**src/design/alu8f_pkg.sv**
```systemverilog
// ----------------------------------------------------------------------------
// alu8f_pkg
// Shared types for the 8-bit ALU with flags: operation codes and stage records.
// ----------------------------------------------------------------------------
package alu8f_pkg;

	typedef enum logic [4:0] {
		KIND_ADD  = 5'd0,
		KIND_ADC  = 5'd1,
		KIND_SUB  = 5'd2,
		KIND_SBC  = 5'd3,
		KIND_AND  = 5'd4,
		KIND_XOR  = 5'd5,
		KIND_OR   = 5'd6,
		KIND_CP   = 5'd7,
		KIND_INC  = 5'd8,
		KIND_DEC  = 5'd9,
		KIND_DAA  = 5'd10,
		KIND_CPL  = 5'd11,
		KIND_RLCA = 5'd12,
		KIND_RLA  = 5'd13,
		KIND_RRCA = 5'd14,
		KIND_RRA  = 5'd15,
		KIND_RLC  = 5'd16,
		KIND_RL   = 5'd17,
		KIND_RRC  = 5'd18,
		KIND_RR   = 5'd19,
		KIND_SLA  = 5'd20,
		KIND_SWAP = 5'd21,
		KIND_SRA  = 5'd22,
		KIND_SRL  = 5'd23,
		KIND_BIT  = 5'd24,
		KIND_SET  = 5'd25,
		KIND_RES  = 5'd26,
		KIND_CCF  = 5'd27,
		KIND_SCF  = 5'd28
	} kind_t;

	localparam logic [3:0] DAA_LOW_LIMIT  = 4'h9;
	localparam logic [8:0] DAA_HIGH_LIMIT = 9'h09f;
	localparam logic [7:0] DAA_LOW_ADJ    = 8'h06;
	localparam logic [7:0] DAA_HIGH_ADJ   = 8'h60;

	// One accepted operation.
	typedef struct packed {
		kind_t      kind;
		logic [7:0] acc;
		logic [7:0] operand;
		logic [2:0] bit_index;
		logic       z;
		logic       n;
		logic       h;
		logic       c;
		logic       s;
		logic       v;
	} in_item_t;

	// Execute stage record: result and flags, with zero and decimal adjust pending.
	typedef struct packed {
		kind_t      kind;
		logic [7:0] res;
		logic [8:0] daa_t1;
		logic       zsel;
		logic       wr;
		logic       z;
		logic       n;
		logic       h;
		logic       c;
		logic       s;
		logic       v;
	} ex_item_t;

	// Finished result.
	typedef struct packed {
		logic [7:0] res;
		logic       wr;
		logic       z;
		logic       n;
		logic       h;
		logic       c;
		logic       s;
		logic       v;
	} out_item_t;

endpackage

```
**src/design/alu8f_exec.sv**
```systemverilog
// ----------------------------------------------------------------------------
// alu8f_exec
// Execute stage: adders, logic ops, shifts, bit ops and first decimal adjust step.
// ----------------------------------------------------------------------------
module alu8f_exec import alu8f_pkg::*; (
	input  logic     clk,
	input  logic     arst_n,
	input  logic     in_valid,
	input  in_item_t in_item,
	output logic     in_ready,
	output logic     out_valid,
	output ex_item_t out_item,
	input  logic     out_ready
);

	logic       valid_s2;
	ex_item_t   ex_s2;
	ex_item_t   ex_d;
	logic       ci;
	logic       is_sub;
	logic [8:0] sum9;
	logic [4:0] lo5;
	logic [7:0] inc_r;
	logic [7:0] dec_r;
	logic [7:0] mask;
	logic       daa_lo;

	assign ci = ((in_item.kind == KIND_ADC) || (in_item.kind == KIND_SBC)) ? in_item.c : 1'b0;
	assign is_sub = (in_item.kind == KIND_SUB) || (in_item.kind == KIND_SBC) ||
		(in_item.kind == KIND_CP);
	assign sum9 = is_sub ?
		({1'b0, in_item.acc} - {1'b0, in_item.operand} - {8'd0, ci}) :
		({1'b0, in_item.acc} + {1'b0, in_item.operand} + {8'd0, ci});
	assign lo5 = is_sub ?
		({1'b0, in_item.acc[3:0]} - {1'b0, in_item.operand[3:0]} - {4'd0, ci}) :
		({1'b0, in_item.acc[3:0]} + {1'b0, in_item.operand[3:0]} + {4'd0, ci});
	assign inc_r = in_item.operand + 8'd1;
	assign dec_r = in_item.operand - 8'd1;
	assign mask  = 8'b1 << in_item.bit_index;
	assign daa_lo = in_item.h || (in_item.acc[3:0] > DAA_LOW_LIMIT);

	always_comb begin
		ex_d        = '0;
		ex_d.kind   = in_item.kind;
		ex_d.res    = in_item.acc;
		ex_d.wr     = 1'b1;
		ex_d.zsel   = 1'b0;
		ex_d.z      = in_item.z;
		ex_d.n      = in_item.n;
		ex_d.h      = in_item.h;
		ex_d.c      = in_item.c;
		ex_d.s      = in_item.s;
		ex_d.v      = in_item.v;
		// First decimal adjust step: low nibble correction.
		if (!in_item.n) begin
			ex_d.daa_t1 = {1'b0, in_item.acc} + {1'b0, (daa_lo ? DAA_LOW_ADJ : 8'd0)};
		end else begin
			ex_d.daa_t1 = {1'b0, in_item.acc - (in_item.h ? DAA_LOW_ADJ : 8'd0)};
		end
		case (in_item.kind)
			KIND_ADD, KIND_ADC, KIND_SUB, KIND_SBC, KIND_CP: begin
				ex_d.res  = sum9[7:0];
				ex_d.zsel = 1'b1;
				ex_d.n    = is_sub;
				ex_d.h    = lo5[4];
				ex_d.c    = sum9[8];
				if (in_item.kind == KIND_CP) begin
					ex_d.wr = 1'b0;
					ex_d.s  = sum9[7];
					ex_d.v  = (in_item.acc[7] ^ in_item.operand[7]) &
						(in_item.acc[7] ^ sum9[7]);
				end
			end
			KIND_AND: begin
				ex_d.res = in_item.acc & in_item.operand;
				ex_d.zsel = 1'b1; ex_d.n = 1'b0; ex_d.h = 1'b1; ex_d.c = 1'b0;
			end
			KIND_XOR: begin
				ex_d.res = in_item.acc ^ in_item.operand;
				ex_d.zsel = 1'b1; ex_d.n = 1'b0; ex_d.h = 1'b0; ex_d.c = 1'b0;
			end
			KIND_OR: begin
				ex_d.res = in_item.acc | in_item.operand;
				ex_d.zsel = 1'b1; ex_d.n = 1'b0; ex_d.h = 1'b0; ex_d.c = 1'b0;
			end
			KIND_INC: begin
				ex_d.res = inc_r;
				ex_d.zsel = 1'b1; ex_d.n = 1'b0; ex_d.h = (inc_r[3:0] == 4'h0);
			end
			KIND_DEC: begin
				ex_d.res = dec_r;
				ex_d.zsel = 1'b1; ex_d.n = 1'b1; ex_d.h = (dec_r[3:0] == 4'hf);
			end
			KIND_DAA: begin
				ex_d.zsel = 1'b1; ex_d.h = 1'b0;
			end
			KIND_CPL: begin
				ex_d.res = ~in_item.acc; ex_d.n = 1'b1; ex_d.h = 1'b1;
			end
			KIND_RLCA: begin
				ex_d.res = {in_item.acc[6:0], in_item.acc[7]}; ex_d.c = in_item.acc[7];
				ex_d.z = 1'b0; ex_d.n = 1'b0; ex_d.h = 1'b0;
			end
			KIND_RLA: begin
				ex_d.res = {in_item.acc[6:0], in_item.c}; ex_d.c = in_item.acc[7];
				ex_d.z = 1'b0; ex_d.n = 1'b0; ex_d.h = 1'b0;
			end
			KIND_RRCA: begin
				ex_d.res = {in_item.acc[0], in_item.acc[7:1]}; ex_d.c = in_item.acc[0];
				ex_d.z = 1'b0; ex_d.n = 1'b0; ex_d.h = 1'b0;
			end
			KIND_RRA: begin
				ex_d.res = {in_item.c, in_item.acc[7:1]}; ex_d.c = in_item.acc[0];
				ex_d.z = 1'b0; ex_d.n = 1'b0; ex_d.h = 1'b0;
			end
			KIND_RLC: begin
				ex_d.res = {in_item.operand[6:0], in_item.operand[7]};
				ex_d.c = in_item.operand[7];
				ex_d.zsel = 1'b1; ex_d.n = 1'b0; ex_d.h = 1'b0;
			end
			KIND_RL: begin
				ex_d.res = {in_item.operand[6:0], in_item.c}; ex_d.c = in_item.operand[7];
				ex_d.zsel = 1'b1; ex_d.n = 1'b0; ex_d.h = 1'b0;
			end
			KIND_RRC: begin
				ex_d.res = {in_item.operand[0], in_item.operand[7:1]};
				ex_d.c = in_item.operand[0];
				ex_d.zsel = 1'b1; ex_d.n = 1'b0; ex_d.h = 1'b0;
			end
			KIND_RR: begin
				ex_d.res = {in_item.c, in_item.operand[7:1]}; ex_d.c = in_item.operand[0];
				ex_d.zsel = 1'b1; ex_d.n = 1'b0; ex_d.h = 1'b0;
			end
			KIND_SLA: begin
				ex_d.res = {in_item.operand[6:0], 1'b0}; ex_d.c = in_item.operand[7];
				ex_d.zsel = 1'b1; ex_d.n = 1'b0; ex_d.h = 1'b0;
			end
			KIND_SWAP: begin
				ex_d.res = {in_item.operand[3:0], in_item.operand[7:4]}; ex_d.c = 1'b0;
				ex_d.zsel = 1'b1; ex_d.n = 1'b0; ex_d.h = 1'b0;
			end
			KIND_SRA: begin
				ex_d.res = {in_item.operand[7], in_item.operand[7:1]};
				ex_d.c = in_item.operand[0];
				ex_d.zsel = 1'b1; ex_d.n = 1'b0; ex_d.h = 1'b0;
			end
			KIND_SRL: begin
				ex_d.res = {1'b0, in_item.operand[7:1]}; ex_d.c = in_item.operand[0];
				ex_d.zsel = 1'b1; ex_d.n = 1'b0; ex_d.h = 1'b0;
			end
			KIND_BIT: begin
				ex_d.res = in_item.operand; ex_d.wr = 1'b0;
				ex_d.z = ~|(in_item.operand & mask); ex_d.n = 1'b0; ex_d.h = 1'b1;
			end
			KIND_SET: begin
				ex_d.res = in_item.operand | mask;
			end
			KIND_RES: begin
				ex_d.res = in_item.operand & ~mask;
			end
			KIND_CCF: begin
				ex_d.wr = 1'b0; ex_d.n = 1'b0; ex_d.h = 1'b0; ex_d.c = ~in_item.c;
			end
			KIND_SCF: begin
				ex_d.wr = 1'b0; ex_d.n = 1'b0; ex_d.h = 1'b0; ex_d.c = 1'b1;
			end
			default: begin
				ex_d.wr = 1'b0;
			end
		endcase
	end

	// Advance when the stage is empty or its item leaves this cycle.
	assign in_ready = !valid_s2 || out_ready;

	always_ff @(posedge clk or negedge arst_n) begin
		if (!arst_n) begin
			valid_s2 <= 1'b0;
		end else if (in_ready) begin
			valid_s2 <= in_valid;
		end
	end

	always_ff @(posedge clk) begin
		if (in_ready && in_valid) begin
			ex_s2 <= ex_d;
		end
	end

	assign out_valid = valid_s2;
	assign out_item  = ex_s2;

endmodule

```
**src/design/alu8f_wb.sv**
```systemverilog
// ----------------------------------------------------------------------------
// alu8f_wb
// Final stage: second decimal adjust step, zero flag and output register.
// ----------------------------------------------------------------------------
module alu8f_wb import alu8f_pkg::*; (
	input  logic      clk,
	input  logic      arst_n,
	input  logic      in_valid,
	input  ex_item_t  in_item,
	output logic      in_ready,
	output logic      out_valid,
	output out_item_t out_item,
	input  logic      out_ready
);

	logic       valid_s3;
	out_item_t  out_s3;
	out_item_t  out_d;
	logic [8:0] daa_t2;
	logic [7:0] res;

	always_comb begin
		daa_t2 = '0;
		res    = in_item.res;
		out_d  = '0;
		out_d.c = in_item.c;
		if (in_item.kind == KIND_DAA) begin
			if (!in_item.n) begin
				daa_t2 = in_item.daa_t1 + {1'b0,
					((in_item.c || (in_item.daa_t1 > DAA_HIGH_LIMIT)) ? DAA_HIGH_ADJ : 8'd0)};
				res     = daa_t2[7:0];
				out_d.c = in_item.c | daa_t2[8];
			end else begin
				res = in_item.daa_t1[7:0] - (in_item.c ? DAA_HIGH_ADJ : 8'd0);
			end
		end
		out_d.res = res;
		out_d.wr  = in_item.wr;
		out_d.z   = in_item.zsel ? (res == 8'd0) : in_item.z;
		out_d.n   = in_item.n;
		out_d.h   = in_item.h;
		out_d.s   = in_item.s;
		out_d.v   = in_item.v;
	end

	assign in_ready = !valid_s3 || out_ready;

	always_ff @(posedge clk or negedge arst_n) begin
		if (!arst_n) begin
			valid_s3 <= 1'b0;
		end else if (in_ready) begin
			valid_s3 <= in_valid;
		end
	end

	always_ff @(posedge clk) begin
		if (in_ready && in_valid) begin
			out_s3 <= out_d;
		end
	end

	assign out_valid = valid_s3;
	assign out_item  = out_s3;

endmodule

```
**src/design/alu_8bit_with_flags_core.sv**
```systemverilog
// ----------------------------------------------------------------------------
// alu_8bit_with_flags_core
// 8-bit ALU with flags and decimal adjust, three-stage stream pipeline.
// ----------------------------------------------------------------------------
//
// Channel   Direction  Carries
// s_axis    in         one operation: kind, acc, operand, bit index, flags
// m_axis    out        one result: byte, write-back mark, new flags
//
// Each item passes three register stages, from the input register through
// execute to the output register; while m_axis does not stall, a new item can
// enter every cycle. Stage one registers the item, stage two runs
// the adders, logic ops, shifts and low-nibble decimal adjust, stage three
// finishes the decimal adjust and the zero flag. Reset clears the stage valid
// bits only. Each stage holds its item while the stage after it is full and
// not draining, so a stall on m_axis backs up without dropping or repeating.
//
module alu_8bit_with_flags_core import alu8f_pkg::*; (
	input  logic        clk,
	input  logic        arst_n,
	input  logic        s_axis_tvalid,
	output logic        s_axis_tready,
	// [7:0] acc, [15:8] operand, [18:16] bit_index, [19] zero_in,
	// [20] subtract_in, [21] half_in, [22] carry_in, [23] sign_in,
	// [24] overflow_in, [31:25] zero
	input  logic [31:0] s_axis_tdata,
	// [4:0] kind
	input  logic [4:0]  s_axis_tuser,
	output logic        m_axis_tvalid,
	input  logic        m_axis_tready,
	// [7:0] result, [8] zero_flag, [9] subtract_flag, [10] half_flag,
	// [11] carry_flag, [12] sign_flag, [13] overflow_flag, [15:14] zero
	output logic [15:0] m_axis_tdata,
	// [0] write-back mark: the result byte is to be written
	output logic [0:0]  m_axis_tuser
);

	logic      valid_s1;
	in_item_t  item_s1;
	in_item_t  item_d;
	logic      ex_ready;
	logic      ex_valid;
	ex_item_t  ex_item;
	logic      wb_ready;
	out_item_t out_item;

	// Unpack the stream item into its fields.
	always_comb begin
		item_d.kind      = kind_t'(s_axis_tuser);
		item_d.acc       = s_axis_tdata[7:0];
		item_d.operand   = s_axis_tdata[15:8];
		item_d.bit_index = s_axis_tdata[18:16];
		item_d.z         = s_axis_tdata[19];
		item_d.n         = s_axis_tdata[20];
		item_d.h         = s_axis_tdata[21];
		item_d.c         = s_axis_tdata[22];
		item_d.s         = s_axis_tdata[23];
		item_d.v         = s_axis_tdata[24];
	end

	// Input register: take a new item when empty or when the held one moves on.
	assign s_axis_tready = !valid_s1 || ex_ready;

	always_ff @(posedge clk or negedge arst_n) begin
		if (!arst_n) begin
			valid_s1 <= 1'b0;
		end else if (s_axis_tready) begin
			valid_s1 <= s_axis_tvalid;
		end
	end

	always_ff @(posedge clk) begin
		if (s_axis_tready && s_axis_tvalid) begin
			item_s1 <= item_d;
		end
	end

	alu8f_exec u_exec (
		.clk       (clk),
		.arst_n    (arst_n),
		.in_valid  (valid_s1),
		.in_item   (item_s1),
		.in_ready  (ex_ready),
		.out_valid (ex_valid),
		.out_item  (ex_item),
		.out_ready (wb_ready)
	);

	alu8f_wb u_wb (
		.clk       (clk),
		.arst_n    (arst_n),
		.in_valid  (ex_valid),
		.in_item   (ex_item),
		.in_ready  (wb_ready),
		.out_valid (m_axis_tvalid),
		.out_item  (out_item),
		.out_ready (m_axis_tready)
	);

	// Pack the result item.
	assign m_axis_tdata = {2'b00, out_item.v, out_item.s, out_item.c, out_item.h,
		out_item.n, out_item.z, out_item.res};
	assign m_axis_tuser = out_item.wr;

endmodule
```
**config.mk**
```make
export PLATFORM = sky130hd
export DESIGN_NAME = alu_8bit_with_flags_core
export DESIGN_NICKNAME = d
export VERILOG_FILES = /design/src/design/alu8f_pkg.sv /design/src/design/alu8f_exec.sv /design/src/design/alu8f_wb.sv /design/src/design/alu_8bit_with_flags_core.sv
export SDC_FILE = /design/constraint.sdc
export NUM_CORES = 1
export LEC_CHECK = 0
export ABC_AREA = 1
export BUFFER_PORTS_ARGS = -buffer_cell sky130_fd_sc_hd__buf_2
export CAP_MARGIN = 20
export CORE_MARGIN = 4
export CORE_UTILIZATION = 30
export CTS_CLUSTER_DIAMETER = 60
export CTS_CLUSTER_SIZE = 24
export DETAILED_ROUTE_END_ITERATION = 7
export PLACE_DENSITY = 0.57
export SLEW_MARGIN = 5
export SYNTH_ARGS = -nofsm -noshare
export SYNTH_HDL_FRONTEND = slang
export SYNTH_HIERARCHICAL = 1
export SYNTH_SLANG_ARGS = --single-unit
```
**constraint.sdc**
```tcl
create_clock -name clk -period 6.4 [get_ports clk]
set_input_delay 0.96 -clock clk [delete_from_list [all_inputs] [get_ports clk]]
set_output_delay 0.96 -clock clk [all_outputs]
set_load 0.05 [all_outputs]
```
# Word level (Yosys, flattened, before mapping)
# Cells that the tools add are included.
# op_classes
bitwise	13
reduce_logical	32
add_sub_neg	14
shift	1
n_eq_ne	30
order_cmp	2
mux	23
# op_table
operator	count
8-bit one-hot mux with 22 select lines	1
5-bit equality test, second input constant	13
5-bit by 4-bit equality test with 1-bit output, second input constant	9
19-bit OR reduction	2
8-bit bitwise AND	3
8-bit 2-to-1 mux	3
21-bit OR reduction	1
5-bit by 3-bit equality test with 1-bit output, second input constant	4
17-bit OR reduction	1
8-bit NOT	2
8-bit bitwise OR	2
8-bit subtractor	2
7-bit 2-to-1 mux	2
4-bit OR reduction	3
5-bit by 2-bit equality test with 1-bit output, second input constant	2
8-bit by 3-bit adder with 9-bit output	1
8-bit by 8-bit adder with 9-bit output	1
9-bit by 1-bit adder with 9-bit output	1
9-bit by 8-bit adder with 9-bit output	1
9-bit by 8-bit greater-than comparator with 1-bit output, second input constant	1
9-bit 2-to-1 mux	1
8-bit by 8-bit subtractor with 9-bit output	1
9-bit by 1-bit subtractor with 9-bit output	1
8-bit by 1-bit adder with 8-bit output, second input constant	1
other kinds (32)	56
# totals
regBits	78
input_bits	41
out_inout_bits	19
word_cells	148

# Longest topological paths before layout
# Gate-level depths: netlist of run 1.
# depth
ltp_word	9
depth_mapped	17
mapped_depth_nobuf	16

# By module
# The synthesis of run 1 kept the hierarchy.
# modules_own_cells
mod	area_each_um2	seq_area_each_um2	cells_per_inst	n_inst
alu8f_exec	4461.8	925.9	733	1
alu_8bit_with_flags_core	964.7	925.9	39	1
alu8f_wb	952.2	475.5	106	1

# Least setup slack after synthesis of run 1
# Ideal clock, no wire load.
# synth_timing
kind	input -> register
startpoint	in m_axis_tready
endpoint	reg item_s1[0] in the netlist's numbering (enable)
required_time_ps	5973
n_path_buf	0
t_arrival_ps	2707
setup_time_ps	427
stages	6
path_slack_ps	3266
cell_sequence	inv_1 > nand2_1 > inv_1 > nand2_1 > inv_1 > a21oi_1
# synth_between
elab_chain_cells	4
# synth_rtl
item	line_no	rtl
start: declaration	alu_8bit_with_flags_core.sv:30	input logic m_axis_tready,
1-bit logical OR	alu8f_wb.sv:46	assign in_ready = !valid_s3 || out_ready;
via wb_ready	alu_8bit_with_flags_core.sv:44	logic wb_ready;
1-bit logical OR	alu8f_exec.sv:174	assign in_ready = !valid_s2 || out_ready;
via ex_ready	alu_8bit_with_flags_core.sv:41	logic ex_ready;
1-bit logical OR	alu_8bit_with_flags_core.sv:62	assign s_axis_tready = !valid_s1 || ex_ready;
1-bit logical AND	alu_8bit_with_flags_core.sv:73	if (s_axis_tready && s_axis_tvalid) begin
end signal: assignment	alu_8bit_with_flags_core.sv:74	item_s1 <= item_d;
end: declaration	alu_8bit_with_flags_core.sv:39	in_item_t item_s1;
# The timed path passes the listed nets, and every way through them passes these cells.
# A chain may end at the register's enable or synchronous reset.

==> results by group, run 1 <==
Worst setup path
  • Crit end category: flip-flop
  • R2R setup slack: 2490 ps
  • Critical path data arrival time: 4100 ps
  • CP startpoint kind: flip-flop
  • Reg-to-reg endpoint: u_exec/out_item[2]$_DFFE_PP_
  • Critical Path RT: 6590 ps
  • Crit path kind: reg -> reg
  • CP Max Fanout: 9
  • Cells on worst reg2reg path: 15
  • Reg2reg start: item_s1[28]$_DFFE_PP_

Finish
  • Final Util: 34.4%
  • Layout cell share with drive strength beyond 1: 11.9%
  • ANT cells: 0
  • Area grow syn2layout: 13.2%
  • Final #Nets: 1004
  • Filler cells: 2313
  • FF/Latch Area: 2330 sq um
  • Multi-input gate area: 3480 sq um

Drt
  • Vias per std cell: 5.09
  • DR vias: 6115
  • Drt wl/cell: 17.6 microns
  • Pre-antenna DRT Iters: 7
  • WL final: 21.1 mm
  • Drc violations: 0
  • Starting DRT DRC Count: 632
  • Post-route ant nets: 0

Synthesis
  • Sequential area share after synthesis: 36.5%
  • Synthesized instance count: 878
  • Synth warn: 6
  • Netlist Area Pre-Place: 6380 sq um
  • Yosys reg bits: 78
  • Asr flop ratio synth: 3.85%
  • Synth cell types: 42
  • Top_reg_cell synth: edfxtp_1
  • Syn Area/Cell: 7.26 sq um
  • EDFF count, synth: 75

Global routing
  • Gr usage total: 17.6%
  • Global-route wire length before repair: 32.1 mm
  • Largest net degree at the start of global routing: 31
  • Number of global-route vias before repair: 5662
  • Initial antenna violation count: 0
  • Total gr overflow: 0

Timing
  • Setup TNS: 0 ps
  • Tightest Pin Transition: 951 ps
  • F_max: 0.256 GHz
  • Final period utilization: 61.0%
  • RSZ-0062 raised after global routing: no
  • Minimum clock period: 3910 ps
  • Final Hold Viols: 0
  • Clk_skew: 12.8 ps
  • Hold Slack: 398 ps
  • Final setup vio count: 0
  • Relative slew slack: 36.4%
  • Final Max Tran Viols: 0

Die
  • Die area: 23700 sq um
  • Die Y: 154 microns
  • Cell row count: 53
  • Die width: 154 microns
  • Initial Util: 30.4%
  • Ports: 60
  • Std-Cell Core Area: 21000 sq um

Clocking
  • Hold_buf cts: 0
  • Clock latency on the worst-skew pair: 350 ps
  • Setup repair bufs after CTS: 0
  • Num CTS Buffers: 9
  • CTS tree: built
  • Clock Path Buffers: 2
  • Clock sink count: 78
  • Clock root cell: clkbuf_16
  • CTS resizes: 0
  • Reg clk slew, reported paths: 60 ps
  • CTS H-tree depth: 3

Power and ir drop
  • Pint: 1.08 mW
  • Clock network fraction of total power: 31.4%
  • Leak Pwr: 3.39 nW
  • Peak VDD IR: 0.125 mV
  • PD cells: 231 nW/um^2
  • Net Sw Frac: 35.3%
  • Total power: 1.67 mW
  • Net Switching: 587 uW
  • Logic pwr share: 27.1%
  • Share of power burned in registers: 41.5%

Job
  • Max Cap Viol: 0

Run status
  • Outcome: finished, final reports clean

Place
  • Final HPWL DP: 16.2 mm
  • Buffers on Ports: 50
  • GP Congestion: 0.925

Worst hold path
  • Min-delay worst type: in -> async
## metal layers
layer,global-route usage (%),wire length [microns],up-vias
met5,0,0,-
met4,5.09,484,0
met3,2.28,1380,35
met2,29.4,9980,249
met1,24.0,9280,2862
li1,-,-,2969
## cell usage after synthesis (11+ instances only)
| cell | n | area [sq um] |
|---|---|---|
| a21oi_1 | 19 | 95.1 |
| edfxtp_1 | 75 | 2250 |
| ha_1 | 33 | 413 |
| inv_1 | 112 | 420 |
| inv_2 | 14 | 52.6 |
| nand2_1 | 243 | 912 |
| nand3_1 | 95 | 475 |
| nand4_1 | 23 | 144 |
| nor2_1 | 101 | 379 |
| nor3_1 | 11 | 55.1 |
| o21ai_0 | 39 | 195 |
| xor2_1 | 11 | 96.3 |
## flip-flops by register name, summed over array words and instances, names as in the netlist
register / flops
u_exec/out_valid: 1
u_wb/out_item: 15
valid_s1: 1
item_s1: 30
u_exec/out_item: 30
u_wb/out_valid: 1
## how the worst max path moves through the flow
stage,start,end,slack (ps),depth (start not counted)
after CTS,item_s1[28]$_DFFE_PP_,u_exec/out_item[2]$_DFFE_PP_,2550,15
after detailed placement,item_s1[28]$_DFFE_PP_,u_exec/out_item[23]$_DFFE_PP_,2570,13
after global routing,item_s1[28]$_DFFE_PP_,u_exec/out_item[2]$_DFFE_PP_,2240,15
after global placement,item_s1[28]$_DFFE_PP_,u_exec/out_item[2]$_DFFE_PP_,2600,15
after floorplan,m_axis_tready,item_s1[0]$_DFFE_PP_,3270,6
final,item_s1[28]$_DFFE_PP_,u_exec/out_item[2]$_DFFE_PP_,2490,15
## cells by family (layout without fill, tap and decap cells)
kind of cell	Yosys count	in the layout	synth area share (%)
DFF	78	78	36.5
xor gates and xnor gates	16	16	2.20
and+or+nand+nor	508	508	35.2
adders and majority gates	41	41	8.98
other	1	2	0.0588
AOI/OAI and AO/OA	86	86	7.81
buffers and inverters	148	196	9.28
## final cells by class
cell class	instances	area share (%)
Timing Repair Buffer	53	4.06
Clock inverter	6	0.971
Clock buffer	10	3.17
Sequential cell	78	32.2
Tap cell	275	4.77
Inverter	127	6.60
Multi-Input combinational cell	653	48.2
## power by group through the flow
stage | sequential (mW) | clock [mW] | combinational [mW]
floorplan | 0.716 | 0 | 0.295
global placement | 0.702 | 0 | 0.441
detailed placement | 0.703 | 0 | 0.443
CTS | 0.692 | 0.542 | 0.445
global route | 0.698 | 0.565 | 0.504
finish | 0.691 | 0.523 | 0.452
## cell usage in the layout, fill, tap and decap left out, types with 2 or more instances in the layout
cell	count
o21ai_1	2
nor2_4	5
o31ai_1	3
a21o_1	2
nor2_2	9
nand4_1	23
nand2_2	6
nor2_1	101
o21bai_1	3
ha_1	33
a21oi_1	17
or2_1	2
inv_2	14
nand3_2	3
xor2_1	11
o211ai_1	6
fa_1	8
xnor2_1	5
dfrtp_1	3
buf_2	50
conb_1	2
nand3b_1	6
nand2_1	243
nor3_1	11
a22oi_1	2
inv_1	112
a211oi_1	2
edfxtp_1	75
inv_6	2
clkinv_4	2
o22ai_1	3
nand3_1	95
buf_4	2
clkbuf_16	9
o21ai_0	39
o2111ai_1	3
## critical path, cell delays in order (launching register included)
cell	delay (ps)
edfxtp_1	540
nor2_2	390
inv_1	100
nor4_1	590
inv_1	120
fa_1	430
fa_1	410
o21ai_0	230
nand2_1	180
nand2_1	120
nand2_1	60
nand2_1	60
nand2_1	40
a21oi_1	250
nor2_1	90
nor2_1	130
## per-stage QoR
stage	instance area, sq um	std cells	setup slack (ps)
after global placement	6890	1185	2600
after global routing	7220	1202	2240
after floorplan	6380	879	3270
final	7220	1202	2490
after CTS	7190	1201	2550
after detailed placement	6890	1185	2570
Power figures use the tool's default switching activity.
==> run 2: changes to the inputs <==
PLACE_DENSITY = 0.59   (was 0.57)
clock period = 3.5 ns   (was 6.4 ns; I/O delays follow)
==> run 2 against run 1 <==
Against the previous run: clock skew down 7.5 ps; utilization up 0.93 points; clock power up 95%; die area unchanged; critical path depth down 1; setup slack worse by 2200 ps; sequential cell count unchanged; critical path type unchanged; highest routed layer unchanged; clock-buffer cell count up 1; via count down 0.18%.
==> results by group, run 2 (synthesis gave the netlist of run 1 again) <==
Run status
  • Outcome: finished, final reports clean

Global routing
  • Gr usage total: 18.1% (+0.50 points)
  • GRT Max-Usage Layer: met2
  • Initial antenna violation count: 0 (unchanged)
  • Met2 Use GR: 29.1% (-0.27 points)
  • Largest net degree at the start of global routing: 31 (unchanged)
  • Number of global-route vias before repair: 5715 (+0.94%)
  • Global-route wire length before repair: 33.1 mm (+3.0%)
  • Total gr overflow: 0 (unchanged)
  • M3 GR Usage: 3.21% (+0.93 points)
  • Grt met1 use: 25.0% (+0.94 points)

Finish
  • ANT cells: 0 (unchanged)
  • Final #Nets: 1030 (+2.6%)
  • Final Util: 35.4% (+0.93 points)
  • Multi-input gate area: 3480 sq um (unchanged)
  • FF/Latch Area: 2330 sq um (unchanged)
  • Layout cell share with drive strength beyond 1: 14.1% (+2.2 points)
  • Area grow syn2layout: 16.2%
  • Most frequent cells in the layout: 243 x nand2_1, 112 x inv_1, 101 x nor2_1, 95 x nand3_1, 75 x edfxtp_1
  • Commonest non-fill, non-tap cell in the layout: nand2_1
  • Filler cells: 2251 (-2.7%)

Timing
  • Relative slew slack: 56.8% (+20 points)
  • F_max: 0.313 GHz (+22%)
  • Clk_skew: 5.33 ps (-7.50 ps)
  • Setup TNS: 0 ps (unchanged)
  • RSZ-0062 raised after global routing: no
  • Final Max Tran Viols: 0 (unchanged)
  • Tightest Pin Transition: 643 ps (-308 ps)
  • Final Hold Viols: 0 (unchanged)
  • Final period utilization: 91.3% (+30 points)
  • Post-route worst setup slack: 304 ps (-2190 ps)
  • Final setup vio count: 0 (unchanged)
  • Minimum clock period: 3200 ps (-710 ps)
  • Hold Slack: 343 ps (-54.7 ps)

Drt
  • Post-route ant nets: 0 (unchanged)
  • Drc violations: 0 (unchanged)
  • Pre-antenna DRT Iters: 5 (-2)
  • WL final: 21.4 mm (+1.5%)
  • DR vias: 6104 (-0.18%)
  • Vias per std cell: 4.97 (-2.3%)
  • Drt wl/cell: 17.5 microns (-0.69%)
  • Starting DRT DRC Count: 592 (-6.3%)

Die
  • Die width: 154 microns (unchanged)
  • Die area: 23700 sq um (unchanged)
  • Initial Util: 30.4% (unchanged)
  • Ports: 60 (unchanged)
  • Cell row count: 53 (unchanged)
  • Std-Cell Core Area: 21000 sq um (unchanged)
  • Die Y: 154 microns (unchanged)

Power and ir drop
  • PD cells: 423 nW/um^2 (+83%)
  • Leak Pwr: 3.52 nW (+3.7%)
  • Peak VDD IR: 0.221 mV (+78%)

Clocking
  • CTS tree: built
  • Clock latency on the worst-skew pair: 350 ps (about the same)
  • Reg clk slew, reported paths: 60 ps (about the same)
  • Clock root cell: clkbuf_16
  • Num CTS Buffers: 9 (unchanged)
  • Setup repair bufs after CTS: 0 (unchanged)
  • CTS H-tree depth: 3 (unchanged)
  • Clock Path Buffers: 2 (unchanged)
  • Clock sink count: 78 (unchanged)

Worst setup path
  • Critical Path RT: 3580 ps (-3010 ps)
  • Most used cell, CP: nand3_1
  • Reg-to-reg endpoint: u_exec/out_item[23]$_DFFE_PP_
  • Crit-path slowest cell: edfxtp_1
  • CP startpoint: item_s1[28]$_DFFE_PP_
  • Crit end category: flip-flop
  • Reg2reg start: item_s1[28]$_DFFE_PP_
  • R2R setup slack: 300 ps (-2190 ps)
  • Critical path data arrival time: 3280 ps (-820 ps)
  • CP cell instances: nor2_2 > inv_1 > nor4_1 > buf_4 > inv_1 > fa_1 > fa_1 > o21ai_0 > nand2_1 > nand3_1 > a21o_1 > nand3_1 > nand3_1 > nand3_1
  • Worst setup path end: u_exec/out_item[23]$_DFFE_PP_
  • CP startpoint kind: flip-flop
  • Crit path kind: reg -> reg
  • CP Max Fanout: 8 (-1)
  • Cells on worst reg2reg path: 14 (-1)
  • CP max stage delay: 550 ps (-40 ps)

Worst hold path
  • Min-delay worst type: in -> reg
  • Hold_sp: s_axis_tdata[16]

Place
  • Final HPWL DP: 16.9 mm (+4.4%)
  • Buffers on Ports: 50 (unchanged)
  • GP Congestion: 0.998 (+7.9%)
  • DP Worst Slack: 325 ps (-2240 ps)

Job
  • Max Cap Viol: 0 (unchanged)
-- run 2: cell types whose count changed in the layout (fill, tap and decap cells not counted), sizes merged --
cell | before | now
buf | 53 | 78
bufinv | 1 | 2
clkbuf | 10 | 11
clkinv | 4 | 3
dlygate4sd3 | 0 | 1
inv | 128 | 127
-- run 2: worst min path at each step --
| stage | end | slack [ps] | depth (start not counted) |
|---|---|---|---|
| 2_1_floorplan | u_exec/out_valid$_DFFE_PN0N_ | 230 | 0 |
| 5_1_grt | item_s1[15]$_DFFE_PP_ | 330 | 1 |
| 3_5_place_dp | valid_s1$_DFFE_PN0P_ | 320 | 1 |
| 4_1_cts | item_s1[6]$_DFFE_PP_ | 330 | 1 |
| 6_report | item_s1[6]$_DFFE_PP_ | 340 | 1 |
| 3_3_place_gp | valid_s1$_DFFE_PN0P_ | 320 | 1 |
-- run 2: stage by stage --
| stage | instances | total power [mW] | area (sq um) |
|---|---|---|---|
| 6_report | 1228 | 3.13 | 7410 |
| 5_1_grt | 1228 | 3.32 | 7410 |
| 4_1_cts | 1228 | 3.15 | 7410 |
| 3_5_place_dp | 1211 | 2.12 | 7090 |
| 3_3_place_gp | 1211 | 2.12 | 7090 |
| 2_1_floorplan | 879 | 1.85 | 6380 |
-- run 2: what timing repair did --
item | CTS | global route
hold buffers | 1 | 0
endpoints found under the setup margin | 0 | 0
hold endpoints to repair | 3 | 0
gates resized for setup | 0 | 0
-- run 2: cell type report --
cell class,instances,area share (%)
clock buffers,11,3.14
clock inverters,5,1.11
repair buffers,79,6.35
multi-input cells,653,46.9
flip-flops and latches,78,31.4
well taps,275,4.64
inverters,127,6.43
-- run 2: routing by layer --
metal  up-vias  routed length (microns)
met4         0                      512
li1       3021                        -
met1      2812                     9310
met2       241                     9820
met3        30                     1780
met5         -                        0
-- run 2: worst max-delay path, delay by kind of cell, from the launching register on --
kind                     cells  cell delay (ps)
AO/OA/AOI/OAI                2              360
adder cells (fa/ha/maj)      2              840
buffers and inverters        3              300
flip-flops                   1              550
AND/OR/NAND/NOR              7              900
-- run 2: where the power goes --
part           switching (mW)  internal, mW  leakage [nW]  total [mW]
sequential             0.0607          1.16         0.757        1.22
combinational           0.619         0.273          2.61       0.891
clock                   0.394         0.628         0.154        1.02
